[config.mk]
export PLATFORM = sky130hd
export DESIGN_NAME = usvg_div_cell
export DESIGN_NICKNAME = d
export VERILOG_FILES = /design/src/hw/rtl/usvg_pkg.sv /design/src/hw/rtl/usvg_div_cell.sv
export SDC_FILE = /design/constraint.sdc
export NUM_CORES = 1
export LEC_CHECK = 0
export ABC_AREA = 1
export BUFFER_PORTS_ARGS = -buffer_cell sky130_fd_sc_hd__buf_2
export CORE_UTILIZATION = 48
export CTS_CLUSTER_SIZE = 20
export DETAILED_ROUTE_END_ITERATION = 12
export HOLD_SLACK_MARGIN = 0.12
export PLACE_DENSITY = 0.79
export SLEW_MARGIN = 20
export SYNTH_ARGS = -nofsm -noshare
export SYNTH_HDL_FRONTEND = slang
export SYNTH_SLANG_ARGS = --single-unit
[constraint.sdc]
create_clock -name clk -period 1.8 [get_ports clk]
set_input_delay 0 -clock clk [delete_from_list [all_inputs] [get_ports clk]]
set_output_delay 0 -clock clk [all_outputs]
set_load 0.005 [all_outputs]
[src/hw/rtl/usvg_pkg.sv]
// ----------------------------------------------------------------------------
// usvg_pkg
// Types, widths and constants shared by the UV-sphere vertex generator cells.
// ----------------------------------------------------------------------------
package usvg_pkg;

    localparam int DIV_W        = 25;  // remainder width of the angle divider
    localparam int QUO_W        = 17;  // quotient width (angle plus one wrap bit)
    localparam int DEN_W        = 9;   // twice the largest count
    localparam int DIV_STEPS    = 17;
    localparam int XY_W         = 34;  // Q2.30 plus headroom
    localparam int Z_W          = 17;
    localparam int TRIG_W       = 32;  // clamped Q2.30
    localparam int CORDIC_STEPS = 16;
    localparam int CORNER_W     = 16;
    localparam int POS_W        = 17;

    localparam logic signed [XY_W-1:0] CORDIC_GAIN = 34'sd652032874;
    localparam logic signed [XY_W-1:0] ONE_Q30     = 34'sd1073741824;

    localparam logic [1:0] REG_STACK_COUNT   = 2'd0;
    localparam logic [1:0] REG_SLICE_COUNT   = 2'd1;
    localparam logic [1:0] REG_SPHERE_RADIUS = 2'd2;

    typedef struct packed {
        logic                in_range;
        logic                quad_valid;
        logic [CORNER_W-1:0] corner_a;
        logic [CORNER_W-1:0] corner_b;
        logic [CORNER_W-1:0] corner_c;
        logic [CORNER_W-1:0] corner_d;
    } meta_t;

    typedef struct packed {
        logic [DIV_W-1:0] rem;
        logic [QUO_W-1:0] quo;
        logic [DEN_W-1:0] den;
    } div_lane_t;

    typedef struct packed {
        logic signed [XY_W-1:0] x;
        logic signed [XY_W-1:0] y;
        logic signed [Z_W-1:0]  z;
        logic [1:0]             quad;
        logic                   zero;
    } cordic_lane_t;

    // Arctangent of 2^-k in units of 2^-16 turn
    function automatic logic signed [Z_W-1:0] atan_step(input int k);
        logic signed [Z_W-1:0] a;
        case (k)
            0:       a = 17'sd8192;
            1:       a = 17'sd4836;
            2:       a = 17'sd2555;
            3:       a = 17'sd1297;
            4:       a = 17'sd651;
            5:       a = 17'sd326;
            6:       a = 17'sd163;
            7:       a = 17'sd81;
            8:       a = 17'sd41;
            9:       a = 17'sd20;
            10:      a = 17'sd10;
            11:      a = 17'sd5;
            12:      a = 17'sd3;
            13:      a = 17'sd1;
            14:      a = 17'sd1;
            default: a = 17'sd0;
        endcase
        return a;
    endfunction

endpackage

[src/hw/rtl/usvg_div_cell.sv]
// ----------------------------------------------------------------------------
// usvg_div_cell
// One restoring-division cell: settles one quotient bit for both angle lanes.
// ----------------------------------------------------------------------------
module usvg_div_cell #(
    parameter int BIT = 0
) (
    input  logic                clk,
    input  logic                en,
    input  usvg_pkg::div_lane_t phi_in,
    input  usvg_pkg::div_lane_t theta_in,
    input  usvg_pkg::meta_t     meta_in,
    output usvg_pkg::div_lane_t phi_out,
    output usvg_pkg::div_lane_t theta_out,
    output usvg_pkg::meta_t     meta_out
);

    usvg_pkg::div_lane_t phi_reg, phi_next;
    usvg_pkg::div_lane_t theta_reg, theta_next;
    usvg_pkg::meta_t     meta_reg;

    function automatic usvg_pkg::div_lane_t div_step(input usvg_pkg::div_lane_t l);
        usvg_pkg::div_lane_t          r;
        logic [usvg_pkg::DIV_W-1:0]   trial;
        r     = l;
        trial = usvg_pkg::DIV_W'(l.den) << BIT;
        if (l.rem >= trial)
        begin
            r.rem      = l.rem - trial;
            r.quo[BIT] = 1'b1;
        end
        return r;
    endfunction

    always_comb
    begin
        phi_next   = div_step(phi_in);
        theta_next = div_step(theta_in);
    end

    always_ff @(posedge clk)
    begin
        if (en)
        begin
            phi_reg   <= phi_next;
            theta_reg <= theta_next;
            meta_reg  <= meta_in;
        end
    end

    assign phi_out   = phi_reg;
    assign theta_out = theta_reg;
    assign meta_out  = meta_reg;

endmodule

* After elaboration in Yosys (flattened, before gate mapping)
Cells that the tools add are included.
** Storage, ports and cells
- Register bits after elaboration :: 168
- Input bits :: 170
** Operators by class
- $add $sub $neg :: 2
- Magnitude comparators :: 2
- Mux-type cells :: 2
** Operator list (number)
- >= comparator 25 x 9 -> 1 bit :: 2
- two-way mux 25 bit :: 2
- subtractor 25 x 9 -> 25 bit :: 2

* Logic depth before layout (Yosys ltp)
Gate-level depths: netlist (run 1).
- Depth in word-level cells :: 2
- Mapped depth :: 14
- Depth with buffers taken out :: 14

* Least setup slack after synthesis (run 1)
Ideal clock, no wire load.
- Path kind :: in2reg
- From :: in phi_in[26] in the netlist's numbering
- To :: reg phi_reg (netlist bit phi_out[40]), data pin
- Setup time :: 0.249 ns
- Data arrival time :: 1.319 ns
- Required time :: 1.551 ns
- Setup slack :: 0.232 ns
- Cell stages on the path :: 11
- Path through :: inv_1 -> ha_1 -> fa_1 -> nor2_1 -> nor2_1 -> o21ai_1 -> nand2_1 -> nand3_1 -> nand2_1 -> nand2_1 -> inv_1
** RTL lines
- start: declaration :: line usvg_div_cell.sv:10 : input usvg_pkg::div_lane_t phi_in,
- end signal: assignment :: line usvg_div_cell.sv:45 : phi_reg <= phi_next;
- end: declaration :: line usvg_div_cell.sv:18 : usvg_pkg::div_lane_t phi_reg, phi_next;

==> results.md, run 1 <==
- Status: complete, but fails checks
- Failing checks: setup timing
- Hold WS: 0.146 ns
- Peak Freq: 545 MHz
- Clock root cell: clkbuf_16
- DRT iter0 DRCs: 701
- Clock slew at reported path FFs: 0.07 ns
- Core ar.: 16100 um^2
- Final min period: 1.83 ns
- Die ar.: 17100 um^2
- Final Power: 0.0106 W
- Synth area leader: edfxtp_1
- Hold Startpoint: theta_in[0]
- Gate power share: 0.179
- Setup slack after layout: -0.0337 ns
- Routed WL per cell: 17.8 um
- Setup CP Type: primary input to register
- First-pass GRT wire length: 39.7 mm
- CTS buffer count: 17
- Gr busiest metal: met2
- Placer Congestion: 0.925
- Core Rows: 46
- Largest net degree at the start of global routing: 45
- Least-Margin Pin Slew: 0.394 ns
- All-Layer GR Usage: 0.318
- CP required: 2.02 ns
- Mapped Cells: 809
- Total gr overflow: 0
- Router iterations before antenna repair: 5
- I/O pin cnt: 338
- MaxCap Viol Count: 0
- Hold Crit Endpoint: theta_out[26]$_DFFE_PP_
- ANT nets after route: 0
- Lkg Pwr: 5.98 nW
- Clk sink count: 168
- Switching power total: 0.00288 W
- Routing usage on met2: 0.576
- Synth unique cells: 25
- Final hold violations: 0
- Initial antenna violation count: 0
- WP data arrival: 2.05 ns
- Startpoint Class: primary input
- Peak supply drop: 0.766 mV
- Rel. slew slack: 0.735
- HPWL after DPL: 17.9 mm
- Die Span X: 131 um
- Seq pwr share: 0.452
- Top post-synthesis cells by count: 283 x nand2_1, 168 x edfxtp_1, 125 x inv_1, 77 x nor2_1, 35 x nand3_1
- Mapped Avg Cell Area: 9.87 um^2
- Routed via count: 8030
- CP Cell Sequence: dlygate4sd3_1 > buf_2 > ha_4 > nand2_1 > nor2_1 > inv_1 > nor2_2 > nand3_2 > nand3_2 > nor2_4 > buf_12 > a21oi_1
- Vias in the first global route: 7838
- EDFF count, synth: 168
- Max Transition Viols Final: 0
- FILL cells: 1003
- IO buf count: 337
- Critical-path top delay cell: dlygate4sd3_1
- Clk pwr share: 0.369
- Initial Utilization: 0.497
- Min-Delay Path Depth: 5
- DR vias/cell: 5.05
- Residual DRC: 0
- Worst Hold Class: primary input to register
- Synth top area cells: edfxtp_1 63%, nand2_1 13%, inv_1 5.9%
- Most common cell in the synthesized netlist: nand2_1
- Crit end category: register
- Routed WL: 28.4 mm
- H-tree Lvls: 4
- Total negative slack: -0.0337 ns
- Die H: 131 um
- Yosys warning total: 0
- CTS tree: yes
- Met3 GRT Util: 0.0892
- Top cell type's share of synthesized area: 0.632
- Nets: 1550
- Fraction of layout cells with a size suffix above 1: 0.322
- Power per standard cell area: 840 nW/um^2
- Period utilization: 1.02
- Post-synthesis sequential area ratio: 0.632
- Post-Syn Nets: 999
- Grt met1 use: 0.334
- Final Setup Violations: 1
- Clock Path Buffers: 2
- Unrepaired setup endpoints after global routing: yes
- Internal power: 0.00776 W
- Sw Ratio: 0.271
- Slowest stage delay, CP: 0.54 ns
- Area grow syn2layout: 58.7%
- Synthesized area: 7980 um^2
- Ys flop type: edfxtp_1
- Async SR Flop Fraction: 0
- Yosys reg bits: 168
- CP max FO: 14
- CP dominant cell by count: nand3_2
[timing repair]
item,in CTS,in global routing
hold endpoints to repair,183,0
buffers inserted,0,3
hold buffers,170,0
setup endpoints to repair,0,52
gates resized for setup,0,39
[routing by layer]
layer	share of wire	wire, um	up-vias
met1	0.34	9790	3708
met4	0.053	1510	0
met5	0	0	-
li1	-	-	3753
met3	0.091	2590	101
met2	0.51	14500	468
[per-stage QoR]
stage | std cells | worst slack [ns] | util | area, um^2
3_5_place_dp | 1381 | -0.0664 | 0.630 | 10100
3_3_place_gp | 1381 | -0.0228 | 0.630 | 10100
6_report | 1591 | -0.0337 | 0.789 | 12700
4_1_cts | 1583 | 0.00804 | 0.776 | 12500
2_1_floorplan | 809 | 0.232 | - | 7980
5_1_grt | 1589 | -0.0672 | 0.789 | 12700
[worst max-delay path by stage]
| stage | start | endpoint | cells past startpoint |
|---|---|---|---|
| finish | theta_in[33] | theta_out[36]$_DFFE_PP_ | 12 |
| global route | phi_in[1] | phi_out[26]$_DFFE_PP_ | 14 |
| CTS | phi_in[28] | phi_out[33]$_DFFE_PP_ | 13 |
| detailed placement | theta_in[26] | theta_out[40]$_DFFE_PP_ | 14 |
| global placement | theta_in[0] | theta_out[40]$_DFFE_PP_ | 13 |
| floorplan | phi_in[26] | phi_out[40]$_DFFE_PP_ | 11 |
[power groups by stage]
stage	sequential (W)	combinational (W)	clock, W
3_5_place_dp	0.00487	0.00145	0
5_1_grt	0.00483	0.00205	0.00410
3_3_place_gp	0.00487	0.00142	0
2_1_floorplan	0.00493	0.000512	0
4_1_cts	0.00479	0.00175	0.00396
6_report	0.00481	0.00190	0.00393
[sequential cells by signal (all words and copies together), names as in the netlist]
signal	cells
meta_out	66
phi_out	51
theta_out	51
[placed cells by master, fill, tap and decap left out, drive strengths merged, types with 5 or more instances in the layout]
cell | synthesis | final
edfxtp | 168 | 168
nor2 | 84 | 84
clkinv | 0 | 5
ha | 18 | 18
nand2 | 285 | 287
inv | 127 | 134
nand3 | 36 | 36
a21oi | 35 | 35
xor2 | 11 | 11
buf | 6 | 366
nand4 | 15 | 15
clkbuf | 0 | 17
dlygate4sd3 | 0 | 170
nand3b | 12 | 12
[cell type report]
cell class,instances,area [um^2],area share
flip-flops and latches,168,5040,0.398
repair buffers,536,3670,0.290
multi-input cells,510,2550,0.202
inverters,127,477,0.0376
clock buffers,17,425,0.0336
well taps,216,270,0.0213
clock inverters,15,220,0.0174
diodes,2,5.00,0.000395
[critical path, delay by kind of cell]
kind                       cells  cell delay, ns
AOI/OAI and AO/OA              1            0.26
buffers and inverters          4            0.89
adders and majority gates      1            0.28
and+or+nand+nor                6            0.61
[cell families (layout without fill, tap and decap cells)]
family                   after synthesis  in the layout  synth area share
adder cells (fa/ha/maj)               20             20            0.0332
XOR/XNOR                              14             14            0.0154
buffers and inverters                133            695            0.0677
other                                  0              2                 0
flip-flops                           168            168             0.632
AND/OR/NAND/NOR                      436            438             0.226
AO/OA/AOI/OAI                         38             38            0.0257
(Power assumes the default switching activity.)
==> run 2: changes to the inputs <==
--- a/config.mk
+++ b/config.mk
@@ -7,11 +7,12 @@
 export LEC_CHECK = 0
 export ABC_AREA = 1
 export BUFFER_PORTS_ARGS = -buffer_cell sky130_fd_sc_hd__buf_2
-export CORE_UTILIZATION = 48
+export CORE_ASPECT_RATIO = 0.8
+export CORE_UTILIZATION = 50
 export CTS_CLUSTER_SIZE = 20
 export DETAILED_ROUTE_END_ITERATION = 12
 export HOLD_SLACK_MARGIN = 0.12
-export PLACE_DENSITY = 0.79
+export PLACE_DENSITY = 0.82
 export SLEW_MARGIN = 20
 export SYNTH_ARGS = -nofsm -noshare
 export SYNTH_HDL_FRONTEND = slang
==> constraint.sdc (replaced) <==
create_clock -name clk -period 2.25 [get_ports clk]
set_input_delay 0 -clock clk [delete_from_list [all_inputs] [get_ports clk]]
set_output_delay 0 -clock clk [all_outputs]
set_load 0.005 [all_outputs]
==> run 2 against run 1 <==
Compared with the run above: the flow now finishes without violations; worst setup slack better by 0.18 ns; cell count is 2.1% lower; first-iteration DRC count is 18% higher; utilization is 1.4 points higher; critical path depth is 1 lower; critical endpoint is now theta_out[9]$_SDFFCE_PP1P_.
==> results.md, run 2 (synthesis gave the netlist of run 1 again) <==
- Core Rows: 40 (-13%)
- Ant diodes: 0 (-2)
- Fin util: 0.803 (+0.0137)
- Unrepaired setup endpoints after global routing: no
- Router iterations before antenna repair: 6 (+1)
- Fraction of layout cells with a size suffix above 1: 0.290 (-0.0319)
- Residual DRC: 0 (unchanged)
- Sequential cell area: 5040 um^2 (unchanged)
- IO buf count: 337 (unchanged)
- Largest net degree at the start of global routing: 56 (+24%)
- DR top layer: met4
- Nets: 1526 (-1.5%)
- Final Setup Violations: 0 (-1)
- Peak Freq: 476 MHz
- Routed WL: 27.5 mm (-3.2%)
- Clock root cell: clkbuf_16
- Setup bufs post-CTS: 0 (unchanged)
- Met1 wire length: 10.1 mm (+3.7%)
- Final hold violations: 0 (unchanged)
- Total negative slack: 0 ns (+0.0337 ns)
- Power per standard cell area: 677 nW/um^2 (-19%)
- Initial antenna violation count: 0 (unchanged)
- WL met2: 13.7 mm (-5.4%)
- Peak supply drop: 0.588 mV (-23%)
- Clock slew at reported path FFs: 0.07 ns (about the same)
- Max Transition Viols Final: 0 (unchanged)
- Least-Margin Pin Slew: 0.541 ns (+0.147 ns)
- Commonest non-fill, non-tap cells in the layout: 336 x buf_2, 283 x nand2_1, 169 x dlygate4sd3_1, 168 x edfxtp_1, 125 x inv_1
- WL met3: 2.43 mm (-6.3%)
- Die ar.: 16500 um^2 (-3.9%)
- All-Layer GR Usage: 0.336 (+0.0172)
- Worst Hold Class: primary input to register
- CP max FO: 18 (+4)
- DR vias/cell: 5.06 (+0.32%)
- Core ar.: 15300 um^2 (-4.6%)
- CP required: 2.42 ns (+0.40 ns)
- Setup CP Type: primary input to register
- Routed WL per cell: 17.6 um (-1.1%)
- Lkg Pwr: 5.83 nW (-2.4%)
- Clock Path Buffers: 2 (unchanged)
- I/O pin cnt: 338 (unchanged)
- FILL cells: 954 (-4.9%)
- Area grow syn2layout: 54.0%
- Rel. slew slack: 0.640 (-0.0952)
- Hold Startpoint: meta_in[8]
- H-tree Lvls: 4 (unchanged)
- Vias in the first global route: 7890 (+0.66%)
- Status: complete, no violations
- Max FFs per register: 66 (unchanged)
- Crit end category: register
- Routed via count: 7889 (-1.8%)
- Final min period: 2.10 ns
- Startpoint Class: primary input
- Min-Delay Path Depth: 2 (-3)
- ANT nets after route: 0 (unchanged)
- Leading cell type in the layout, fill and taps excluded: buf_2
- First-pass GRT wire length: 40.7 mm (+2.5%)
- DRT iter0 DRCs: 829 (+18%)
- Period utilization: 0.934
- Placer Congestion: 0.963 (+4.1%)
- CTS tree: yes
- CTS buffer count: 17 (unchanged)
- Multi-input logic area: 2400 um^2 (-6.0%)
- MaxCap Viol Count: 0 (unchanged)
- Hold Crit Endpoint: meta_out[8]$_DFFE_PP_
- Total gr overflow: 0 (unchanged)
- Initial Utilization: 0.521 (+0.0241)
- HPWL after DPL: 17.2 mm (-4.0%)
- WP data arrival: 2.27 ns (+0.22 ns)
- Die H: 115 um (-12%)
- Die Span X: 143 um (+9.4%)
- Clk sink count: 168 (unchanged)
-- run 2: routing by layer --
layer | vias to the layer above | track usage
met4 | 0 | 0.175
met5 | - | 0
met1 | 3654 | 0.387
met3 | 78 | 0.0771
li1 | 3684 | -
met2 | 473 | 0.588
-- run 2: worst max-delay path, stage by stage --
cell,delay [ns]
dlygate4sd3_1,0.54
buf_2,0.12
inv_1,0.04
ha_1,0.37
a21oi_1,0.28
nand2_1,0.15
a21oi_2,0.18
nand2_1,0.13
nor2_4,0.22
buf_12,0.18
nand2_1,0.06
-- run 2: worst max path at each step --
stage                     start                          to  slack, ns  depth (start not counted)
floorplan            phi_in[26]       phi_out[40]$_DFFE_PP_       0.68                         11
global placement      phi_in[0]       phi_out[40]$_DFFE_PP_       0.38                         11
detailed placement  theta_in[8]     theta_out[27]$_DFFE_PP_       0.33                         11
CTS                 theta_in[8]     theta_out[34]$_DFFE_PP_       0.22                         12
global route          phi_in[0]       phi_out[50]$_DFFE_PP_       0.02                         11
finish              theta_in[8]  theta_out[9]$_SDFFCE_PP1P_       0.15                         11
-- run 2: where the power goes --
group          leakage (nW)  switching [W]  internal (W)
Clock                 0.301        0.00129       0.00177
Sequential             1.64      0.0000836       0.00377
Combinational          3.89       0.000747      0.000655
Total                  5.83        0.00213       0.00620
-- run 2: timing repair --
item,4_1_cts,5_1_grt
resized for setup,0,1
endpoints found under the setup margin,0,4
hold endpoints to repair,217,0
hold buffers,169,0
-- run 2: layout make-up --
| class | instances | share of cell area |
|---|---|---|
| sequential | 168 | 0.410 |
| clock buffer | 17 | 0.0346 |
| timing repair buffer | 514 | 0.284 |
| inverter | 127 | 0.0388 |
| clock inverter | 14 | 0.0153 |
| tap | 210 | 0.0214 |
| multi-input combinational | 508 | 0.195 |
-- run 2: per-stage QoR --
stage | instances | power, W | hold slack [ns] | setup slack [ns] | cell area (um^2)
2_1_floorplan | 809 | 0.00435 | 0.0989 | 0.682 | 7980
3_3_place_gp | 1358 | 0.00497 | 0.176 | 0.380 | 9980
3_5_place_dp | 1358 | 0.00500 | 0.178 | 0.333 | 9980
4_1_cts | 1558 | 0.00824 | 0.263 | 0.217 | 12300
5_1_grt | 1558 | 0.00860 | 0.282 | 0.0196 | 12300
6_report | 1558 | 0.00832 | 0.280 | 0.149 | 12300
